### src/rtl/sscc_pkg.sv
// Shared types, widths and register codes for the segment slab and cylinder clipper.
// Used by every module under rtl; depends on nothing.
`default_nettype none

package sscc_pkg;

    localparam int CRD_W       = 16;
    localparam int DIF_W       = CRD_W + 1;
    localparam int DEN_W       = CRD_W + 1;
    localparam int PROD_W      = DIF_W + DEN_W;
    localparam int DIVD_W      = PROD_W + 1;
    localparam int DVS_W       = DEN_W + 1;
    localparam int TRY_W       = DIVD_W + 1;
    localparam int Q_W         = DIF_W;
    localparam int DIV_STEPS   = Q_W;
    localparam int LIM_W       = 15;
    localparam int SCL_W       = 16;
    localparam int OUT_W       = 24;
    localparam int EPROD_W     = CRD_W + SCL_W + 1;
    localparam int IN_TDATA_W  = 6 * CRD_W;
    localparam int OUT_TDATA_W = 6 * OUT_W;
    localparam int CFG_AW      = 4;
    localparam int CFG_DW      = 32;
    localparam int OCC_STAGES  = 4;

    localparam logic [LIM_W-1:0]        LIM_RST   = 15'd2867;
    localparam logic signed [CRD_W-1:0] TOP_RST   = 16'sd0;
    localparam logic signed [CRD_W-1:0] BOT_RST   = -16'sd5734;
    localparam logic [SCL_W-1:0]        SCALE_RST = 16'd1152;

    typedef enum logic [1:0] {
        REG_SLAB_LIMIT  = 2'd0,
        REG_BAND_TOP    = 2'd1,
        REG_BAND_BOTTOM = 2'd2,
        REG_SCALE       = 2'd3
    } cfg_reg_e;

    typedef struct packed {
        logic signed [CRD_W-1:0] x;
        logic signed [CRD_W-1:0] y;
        logic signed [CRD_W-1:0] z;
    } pt_t;

    typedef struct packed {
        pt_t a;
        pt_t b;
    } seg_t;

    typedef struct packed {
        logic             move_a;
        logic             move_b;
        logic             pivot_b;
        logic [DEN_W-1:0] num;
        logic [DEN_W-1:0] den;
    } clip_t;

    function automatic logic signed [CRD_W-1:0] pt_crd(input pt_t p, input int unsigned k);
        logic signed [CRD_W-1:0] r;
        case (k)
            0:       r = p.x;
            1:       r = p.y;
            default: r = p.z;
        endcase
        return r;
    endfunction

    function automatic pt_t pt_put(input pt_t p, input int unsigned k,
                                   input logic signed [CRD_W-1:0] v);
        pt_t r;
        r = p;
        case (k)
            0:       r.x = v;
            1:       r.y = v;
            default: r.z = v;
        endcase
        return r;
    endfunction

endpackage

`default_nettype wire

### src/rtl/sscc_occl.sv
// Band occlusion front end: hidden tests, exit candidates, exact minimum over three stages.
// Depends on sscc_pkg.
`default_nettype none

module sscc_occl (
    input  wire logic                           aclk,
    input  wire logic                           aresetn,
    input  wire logic                           en,
    input  wire logic                           vld_in,
    input  wire sscc_pkg::seg_t                 seg_in,
    input  wire logic signed [sscc_pkg::CRD_W-1:0] band_top,
    input  wire logic signed [sscc_pkg::CRD_W-1:0] band_bottom,
    output logic                                vld_out,
    output sscc_pkg::seg_t                      seg_out,
    output sscc_pkg::clip_t                     clip_out
);
    import sscc_pkg::*;

    logic             o_vld_reg [OCC_STAGES];
    seg_t             o_seg_reg [OCC_STAGES];
    logic             o_mva_reg [OCC_STAGES];
    logic             o_mvb_reg [OCC_STAGES];
    logic [DEN_W-1:0] o_bn_reg  [OCC_STAGES];
    logic [DEN_W-1:0] o_bd_reg  [OCC_STAGES];
    logic             o_cnd_reg [OCC_STAGES][3];
    logic [DEN_W-1:0] o_n_reg   [OCC_STAGES][3];
    logic [DEN_W-1:0] o_d_reg   [OCC_STAGES][3];

    logic             o_vld_next;
    logic             o_mva_next, o_mvb_next;
    logic             o_cnd_next [3];
    logic [DEN_W-1:0] o_n_next [3];
    logic [DEN_W-1:0] o_d_next [3];
    logic [DEN_W-1:0] o_bn_next [1:OCC_STAGES-1];
    logic [DEN_W-1:0] o_bd_next [1:OCC_STAGES-1];

    always_comb begin
        logic ha, hb;
        pt_t  h, v;
        logic signed [DIF_W-1:0] top17, bot17, hy, vy, hz, vz;
        top17 = {band_top[CRD_W-1], band_top};
        bot17 = {band_bottom[CRD_W-1], band_bottom};
        ha = (seg_in.a.z > 16'sd1) && (seg_in.a.y < band_top) && (seg_in.a.y > band_bottom);
        hb = (seg_in.b.z > 16'sd1) && (seg_in.b.y < band_top) && (seg_in.b.y > band_bottom);
        h  = ha ? seg_in.a : seg_in.b;
        v  = ha ? seg_in.b : seg_in.a;
        hy = {h.y[CRD_W-1], h.y};
        vy = {v.y[CRD_W-1], v.y};
        hz = {h.z[CRD_W-1], h.z};
        vz = {v.z[CRD_W-1], v.z};
        o_vld_next    = vld_in && !(ha && hb);
        o_mva_next    = ha && !hb;
        o_mvb_next    = hb && !ha;
        o_cnd_next[0] = (vz <= 17'sd0) && (hz > 17'sd1);
        o_n_next[0]   = hz;
        o_d_next[0]   = hz - vz;
        o_cnd_next[1] = (vy >= top17) && (hy < top17 - 17'sd1);
        o_n_next[1]   = top17 - hy;
        o_d_next[1]   = vy - hy;
        o_cnd_next[2] = (vy <= bot17) && (hy > bot17 + 17'sd1);
        o_n_next[2]   = hy - bot17;
        o_d_next[2]   = hy - vy;
    end

    always_comb begin
        logic [PROD_W-1:0] lhs, rhs;
        for (int j = 1; j < OCC_STAGES; j++) begin
            lhs = PROD_W'(o_n_reg[j-1][j-1]) * PROD_W'(o_bd_reg[j-1]);
            rhs = PROD_W'(o_bn_reg[j-1]) * PROD_W'(o_d_reg[j-1][j-1]);
            if (o_cnd_reg[j-1][j-1] && (lhs < rhs)) begin
                o_bn_next[j] = o_n_reg[j-1][j-1];
                o_bd_next[j] = o_d_reg[j-1][j-1];
            end else begin
                o_bn_next[j] = o_bn_reg[j-1];
                o_bd_next[j] = o_bd_reg[j-1];
            end
        end
    end

    always_ff @(posedge aclk) begin
        if (!aresetn) begin
            for (int j = 0; j < OCC_STAGES; j++) o_vld_reg[j] <= 1'b0;
        end else if (en) begin
            o_vld_reg[0] <= o_vld_next;
            for (int j = 1; j < OCC_STAGES; j++) o_vld_reg[j] <= o_vld_reg[j-1];
        end
    end

    always_ff @(posedge aclk) begin
        if (en) begin
            o_seg_reg[0] <= seg_in;
            o_mva_reg[0] <= o_mva_next;
            o_mvb_reg[0] <= o_mvb_next;
            o_bn_reg[0]  <= DEN_W'(1);
            o_bd_reg[0]  <= DEN_W'(1);
            for (int k = 0; k < 3; k++) begin
                o_cnd_reg[0][k] <= o_cnd_next[k];
                o_n_reg[0][k]   <= o_n_next[k];
                o_d_reg[0][k]   <= o_d_next[k];
            end
            for (int j = 1; j < OCC_STAGES; j++) begin
                o_seg_reg[j] <= o_seg_reg[j-1];
                o_mva_reg[j] <= o_mva_reg[j-1];
                o_mvb_reg[j] <= o_mvb_reg[j-1];
                o_bn_reg[j]  <= o_bn_next[j];
                o_bd_reg[j]  <= o_bd_next[j];
                for (int k = 0; k < 3; k++) begin
                    o_cnd_reg[j][k] <= o_cnd_reg[j-1][k];
                    o_n_reg[j][k]   <= o_n_reg[j-1][k];
                    o_d_reg[j][k]   <= o_d_reg[j-1][k];
                end
            end
        end
    end

    assign vld_out          = o_vld_reg[OCC_STAGES-1];
    assign seg_out          = o_seg_reg[OCC_STAGES-1];
    assign clip_out.move_a  = o_mva_reg[OCC_STAGES-1];
    assign clip_out.move_b  = o_mvb_reg[OCC_STAGES-1];
    assign clip_out.pivot_b = o_mvb_reg[OCC_STAGES-1];
    assign clip_out.num     = o_bn_reg[OCC_STAGES-1];
    assign clip_out.den     = o_bd_reg[OCC_STAGES-1];

endmodule

`default_nettype wire

### config.mk
export PLATFORM = sky130hd
export DESIGN_NAME = sscc_occl
export DESIGN_NICKNAME = d
export VERILOG_FILES = /design/src/rtl/sscc_pkg.sv /design/src/rtl/sscc_occl.sv
export SDC_FILE = /design/constraint.sdc
export NUM_CORES = 2
export LEC_CHECK = 0
export ABC_AREA = 1
export CAP_MARGIN = 30
export CELL_PAD_IN_SITES_DETAIL_PLACEMENT = 1
export CELL_PAD_IN_SITES_GLOBAL_PLACEMENT = 1
export CORE_UTILIZATION = 55
export DETAILED_ROUTE_END_ITERATION = 10
export DONT_BUFFER_PORTS = 1
export PLACE_DENSITY = 0.9
export SETUP_SLACK_MARGIN = 0.3
export SLEW_MARGIN = 40
export SYNTH_ARGS = -nofsm -noshare
export SYNTH_HDL_FRONTEND = slang
export SYNTH_SLANG_ARGS = --single-unit
### constraint.sdc
create_clock -name aclk -period 16.2 [get_ports aclk]
set_clock_uncertainty 0.05 [all_clocks]
set_input_delay 0 -clock aclk [delete_from_list [all_inputs] [get_ports aclk]]
set_output_delay 0 -clock aclk [all_outputs]
set_load 0.005 [all_outputs]
==> insert_results.sql, run 1 <==
INSERT INTO impl_metrics (metric_group, metric, value, unit) VALUES
('synth', 'yosys.area.top_type', 'sky130_fd_sc_hd__edfxtp_1', ''),
('die', 'die_width', '362', 'um'),
('synth', 'asyncSetResetFlopFracSynth', '0', ''),
('cts', 'cts_resized', '0', ''),
('placement', 'dpl.hpwl', '181', 'mm'),
('global_routing', 'grt_max_degree', '703', ''),
('synth', 'netlist_top_cells_area', 'sky130_fd_sc_hd__edfxtp_1 29%, sky130_fd_sc_hd__fa_1 25%, sky130_fd_sc_hd__ha_1 12%, sky130_fd_sc_hd__inv_1 11%, sky130_fd_sc_hd__nand2_1 10%', ''),
('die', 'dieHeight', '362', 'um'),
('synth', 'synth.distinct_cells', '51', ''),
('cts', 'cts_root_buffer_type', 'sky130_fd_sc_hd__clkbuf_16', ''),
('die', 'num_io_pins', '266', ''),
('global_routing', 'overflow_left_after_global_routing', '14', ''),
('synth', 'netlist.area_leader.share', '0.295', ''),
('status', 'status', 'aborted with a tool error', ''),
('synth', 'number_of_standard_cells_after_synthesis', '7858', ''),
('synth', 'synth-simple-area-share', '0.131', ''),
('synth', 'synth_compound_area_frac', '0.0454', ''),
('cts', 'cts_sinks', '704', ''),
('synth', 'synth_seq_area_share', '0.296', ''),
('synth', 'postSynth.topFlopCell', 'sky130_fd_sc_hd__edfxtp_1', ''),
('cts', 'cts_buffer_depth', '3', ''),
('placement', 'port_buffers', '0', ''),
('synth', 'cell_area_after_technology_mapping', '71400', 'sq um'),
('synth', 'post_synth_xor_area_fraction', '0.0262', ''),
('synth', 'dominant_combinational_cell_family_by_area_after_synthesis', 'adder cells', ''),
('die', 'placement_rows', '131', ''),
('placement', 'gp_congestion', '0.935', ''),
('synth', 'avgSynthCellArea', '9.09', 'sq um'),
('die', 'starting_utilization_of_the_core_area', '0.557', ''),
('status', 'firstError', '[ERROR GRT-0232] Routing congestion too high. Check the congestion heatmap in the GUI.', ''),
('global_routing', 'track_usage', '0.631', ''),
('synth', 'synth-edff-count', '701', ''),
('cts', 'cts_buffers', '72', ''),
('synth', 'post_synthesis_mux_area_share', '0.00536', ''),
('synth', 'number_of_synthesis_warnings', '0', ''),
('synth', 'synth_nets', '9568', ''),
('synth', 'synth-adder-area-share', '0.371', ''),
('cts', 'ctsHtreeMaxLevel', '3', ''),
('status', 'stage_where_the_flow_stopped', 'global routing (5_1_grt)', ''),
('synth', 'postSynthRegisterBits', '704', '');
cell families after synthesis:
family,after synthesis
DFF,704
xor gates and xnor gates,214
muxes,34
adders and majority gates,1578
and+or+nand+nor,2365
AOI/OAI and AO/OA,586
buffers and inverters,2377
Yosys cell counts (29+ instances only):
cell type / number
sky130_fd_sc_hd__nor2_1: 192
sky130_fd_sc_hd__inv_1: 2061
sky130_fd_sc_hd__clkbuf_1: 276
sky130_fd_sc_hd__a21oi_1: 271
sky130_fd_sc_hd__xnor2_1: 67
sky130_fd_sc_hd__edfxtp_1: 701
sky130_fd_sc_hd__o21ai_1: 29
sky130_fd_sc_hd__ha_1: 681
sky130_fd_sc_hd__nand4_1: 47
sky130_fd_sc_hd__nand3_1: 142
sky130_fd_sc_hd__o21ai_0: 164
sky130_fd_sc_hd__fa_1: 897
sky130_fd_sc_hd__mux2_2: 34
sky130_fd_sc_hd__nor3_1: 39
sky130_fd_sc_hd__xor2_1: 147
sky130_fd_sc_hd__nand2_1: 1915
timing repair:
action / CTS
hold buffers: 170
hold endpoints to repair: 892
buffers inserted: 0
per-layer routing:
metal / track usage / overflow
met5: 0.300 / 0
met4: 0.616 / 6
met3: 0.496 / 5
met2: 0.801 / 3
met1: 0.606 / 0
stage by stage:
| step | cells | cell area, sq um | hold slack [ns] | worst slack [ns] | utilization |
|---|---|---|---|---|---|
| 4_1_cts | 9656 | 77300 | -0.542 | 6.93 | 0.603 |
| 3_5_place_dp | 9354 | 73100 | 0.0489 | 6.97 | 0.570 |
| 3_3_place_gp | 9324 | 72700 | 0.0489 | 7.34 | 0.567 |
| 2_1_floorplan | 7858 | 71400 | 0.0489 | 8.20 | - |
==> run 2, diff against run 1 <==
--- a/config.mk
+++ b/config.mk
@@ -7,13 +7,10 @@
 export LEC_CHECK = 0
 export ABC_AREA = 1
 export CAP_MARGIN = 30
-export CELL_PAD_IN_SITES_DETAIL_PLACEMENT = 1
-export CELL_PAD_IN_SITES_GLOBAL_PLACEMENT = 1
-export CORE_UTILIZATION = 55
+export CORE_UTILIZATION = 40
 export DETAILED_ROUTE_END_ITERATION = 10
 export DONT_BUFFER_PORTS = 1
-export PLACE_DENSITY = 0.9
-export SETUP_SLACK_MARGIN = 0.3
+export PLACE_DENSITY_LB_ADDON = 0.15
 export SLEW_MARGIN = 40
 export SYNTH_ARGS = -nofsm -noshare
 export SYNTH_HDL_FRONTEND = slang
==> run 2 against run 1 <==
Synthesized cell count stayed put. Synthesized area stayed put. The flow now finishes without violations.
==> insert_results.sql, run 2 <==
INSERT INTO impl_metrics (metric_group, metric, value, unit) VALUES
('synth', 'synth_seq_area_share', '0.296', ''),
('timing', 'grt_setup_unrepaired', 'false', ''),
('critical_path', 'cpPeakStageDelay', '0.91', 'ns'),
('cts', 'cts_resized', '0', ''),
('route', 'wire_per_inst', '19.0', 'um'),
('cts', 'ctsHtreeMaxLevel', '3', ''),
('die', 'die_area', '180000', 'sq um'),
('synth', 'netlist_top_cells_area', 'sky130_fd_sc_hd__edfxtp_1 29%, sky130_fd_sc_hd__fa_1 25%, sky130_fd_sc_hd__ha_1 12%, sky130_fd_sc_hd__inv_1 11%, sky130_fd_sc_hd__nand2_1 10%', ''),
('cts', 'tritoncts', 'yes', ''),
('cts', 'cts_buffers', '72', ''),
('critical_path', 'worst-setup-path-type', 'reg2reg', ''),
('synth', 'netlist.area_leader.share', '0.295', ''),
('route', 'dr.first_iter.drc_count', '3224', ''),
('global_routing', 'grt_antenna_before_repair', '7', ''),
('cts', 'path_clk_slew', '0.06', 'ns'),
('route', 'post-route-drc-count', '0', ''),
('route', 'drt_wl_total', '196', 'mm'),
('critical_path', 'rr_worst_depth', '28', ''),
('critical_path', 'critPathCapture', 'o_bn_reg[3][7]', ''),
('timing', 'worstMarginPinSlew', '0.902', 'ns'),
('critical_path', 'timing.rr.start', 'o_d_reg[1][8]', ''),
('synth', 'synth.distinct_cells', '51', ''),
('cts', 'cts_buffer_depth', '3', ''),
('die', 'starting_utilization_of_the_core_area', '0.404', ''),
('min_path', 'min-delay-path-class', 'in2reg', ''),
('timing', 'min_period_over_period', '0.550', ''),
('die', 'num_io_pins', '266', ''),
('critical_path', 'worst-path-max-fanout', '34', ''),
('synth', 'asyncSetResetFlopFracSynth', '0', ''),
('die', 'dieHeight', '425', 'um'),
('synth', 'number_of_synthesis_warnings', '0', ''),
('global_routing', 'grt_max_degree', '703', ''),
('critical_path', 'launch_point_of_the_critical_path', 'o_d_reg[1][8]', ''),
('timing', 'layout_min_cycle_time', '8.91', 'ns'),
('timing', 'timing.setup.tns', '0', 'ns'),
('global_routing', 'track_usage', '0.220', ''),
('critical_path', 'timing.critical_path.to_type', 'register', ''),
('synth', 'synth_commonest_cells', '2061 x sky130_fd_sc_hd__inv_1, 1915 x sky130_fd_sc_hd__nand2_1, 897 x sky130_fd_sc_hd__fa_1', ''),
('critical_path', 'worst-endpoint-arrival', '9.25', 'ns'),
('timing', 'finalHoldWorstSlack', '0.0226', 'ns'),
('global_routing', 'grt_first_pass_wirelength', '304', 'mm'),
('timing', 'hold_violations', '0', ''),
('route', 'route.vias.total', '50000', ''),
('timing', 'slew_viol_final', '0', ''),
('die', 'placement_rows', '154', ''),
('timing', 'postLayoutSetupSlackWorst', '7.29', 'ns'),
('route', 'drt-vias-per-instance', '4.85', ''),
('die', 'die_width', '425', 'um'),
('cts', 'cts_sinks', '704', ''),
('status', 'status', 'completed', ''),
('placement', 'dpl.hpwl', '151', 'mm'),
('synth', 'synth_nets', '9568', ''),
('layout', 'ratio_of_cells_with_drive_above_1_in_the_final_layout', '0.0335', ''),
('cts', 'cts_root_buffer_type', 'sky130_fd_sc_hd__clkbuf_16', ''),
('critical_path', 'critical_path_required', '16.54', 'ns'),
('placement', 'port_buffers', '0', ''),
('critical_path', 'r2r_setup_slack', '7.29', 'ns'),
('synth', 'avgSynthCellArea', '9.09', 'sq um'),
('layout', 'area_growth', '9.55', '%'),
('synth', 'postSynthRegisterBits', '704', ''),
('layout', 'largest_reg_flops', '384', ''),
('route', 'detailedRoute.firstPassIterationCount', '6', ''),
('timing', 'maxClockFrequency', '0.112', 'GHz'),
('critical_path', 'slowest_stage', 'sky130_fd_sc_hd__edfxtp_1', ''),
('cts', 'clk-insertion-delay-late', '0.66', 'ns'),
('layout', 'fin_nets', '9620', ''),
('synth', 'count_leader_synth', 'sky130_fd_sc_hd__inv_1', ''),
('flow_run', 'maxCapViolCount', '0', ''),
('die', 'design.core.area', '177000', 'sq um'),
('layout', 'layout.cells.most_common', 'sky130_fd_sc_hd__inv_1', ''),
('synth', 'postSynth.topFlopCell', 'sky130_fd_sc_hd__edfxtp_1', ''),
('placement', 'preCtsSetupSlack', '7.21', 'ns'),
('synth', 'yosys.area.top_type', 'sky130_fd_sc_hd__edfxtp_1', ''),
('timing', 'slew_headroom', '0.399', ''),
('layout', 'final_cell_mix', '2061 x sky130_fd_sc_hd__inv_1, 1915 x sky130_fd_sc_hd__nand2_1, 897 x sky130_fd_sc_hd__fa_1, 701 x sky130_fd_sc_hd__edfxtp_1, 681 x sky130_fd_sc_hd__ha_1', ''),
('synth', 'synth-edff-count', '701', ''),
('synth', 'cell_area_after_technology_mapping', '71400', 'sq um'),
('global_routing', 'overflow_left_after_global_routing', '0', ''),
('critical_path', 'reg2reg_to', 'o_bn_reg[3][7]', ''),
('critical_path', 'cp_common_cell', 'sky130_fd_sc_hd__fa_1', ''),
('synth', 'number_of_standard_cells_after_synthesis', '7858', ''),
('placement', 'gp_congestion', '0.891', ''),
('critical_path', 'start_kind', 'register', ''),
('timing', 'setup_violations', '0', ''),
('global_routing', 'grt_pass1_vias', '52100', ''),
('route', 'detail-route-antenna-nets', '0', '');
run 2: cell counts after synthesis:
No cell type changed its count.
run 2: area by class of cell:
type	count	area, sq um
timing repair buffer	286	2820
fill	17300	98400
multi-input combinational	4777	41300
sequential	704	21100
clock buffer	83	1840
antenna	3	7.51
tap	2340	2930
inverter	2069	7770
clock inverter	45	425
run 2: per-layer routing:
metal,vias up,track usage,routed length [um]
met1,24800,0.278,82600
met2,1122,0.391,98000
li1,23900,-,-
met3,244,0.0300,9160
met5,-,0,0
met4,0,0.0628,6080
run 2: how the worst min path moves through the flow:
stage               start  cells after the start                to
2_1_floorplan   seg_in[0]                      0   o_seg_reg[0][0]
3_3_place_gp   seg_in[45]                      0  o_seg_reg[0][45]
3_5_place_dp   seg_in[37]                      0  o_seg_reg[0][37]
4_1_cts        seg_in[76]                      8    o_d_reg[0][16]
5_1_grt        seg_in[12]                      1  o_seg_reg[0][12]
6_report       seg_in[21]                      6    o_d_reg[0][26]
run 2: cells by family (layout without fill, tap and decap cells):
family | after synthesis | after routing | synth area share
adders and majority gates | 1578 | 1578 | 0.371
AOI/OAI and AO/OA | 586 | 586 | 0.0454
muxes | 34 | 34 | 0.00536
xor gates and xnor gates | 214 | 214 | 0.0262
other | 0 | 3 | 0
buffers and inverters | 2377 | 2483 | 0.126
and+or+nand+nor | 2365 | 2365 | 0.131
DFF | 704 | 704 | 0.296
run 2: worst max-delay path: cells and delay by family, from the launching register on:
family | cells | cell delay [ns]
AO/OA/AOI/OAI | 8 | 1.77
XOR/XNOR | 1 | 0.09
adder cells (fa/ha/maj) | 8 | 3.83
buffers and inverters | 5 | 0.69
flip-flops | 1 | 0.91
multiplexers | 1 | 0.40
AND/OR/NAND/NOR | 5 | 0.86
run 2: per-stage QoR:
step	area [sq um]	utilization	cells
after floorplan	71400	-	7858
after CTS	78000	0.441	10300
after global placement	73800	0.417	9971
final	78300	0.443	10300
after global routing	78300	0.443	10300
after detailed placement	73900	0.418	9985
run 2: timing repair:
action / CTS / global route
hold endpoints to repair: 897 / 85
hold buffers: 178 / 1
setup buffers: 0 / 0
Power of run 2 is left out: the tool's default activity adds up to more than one toggle a clock period on the data nets, which glitch-free logic cannot reach.
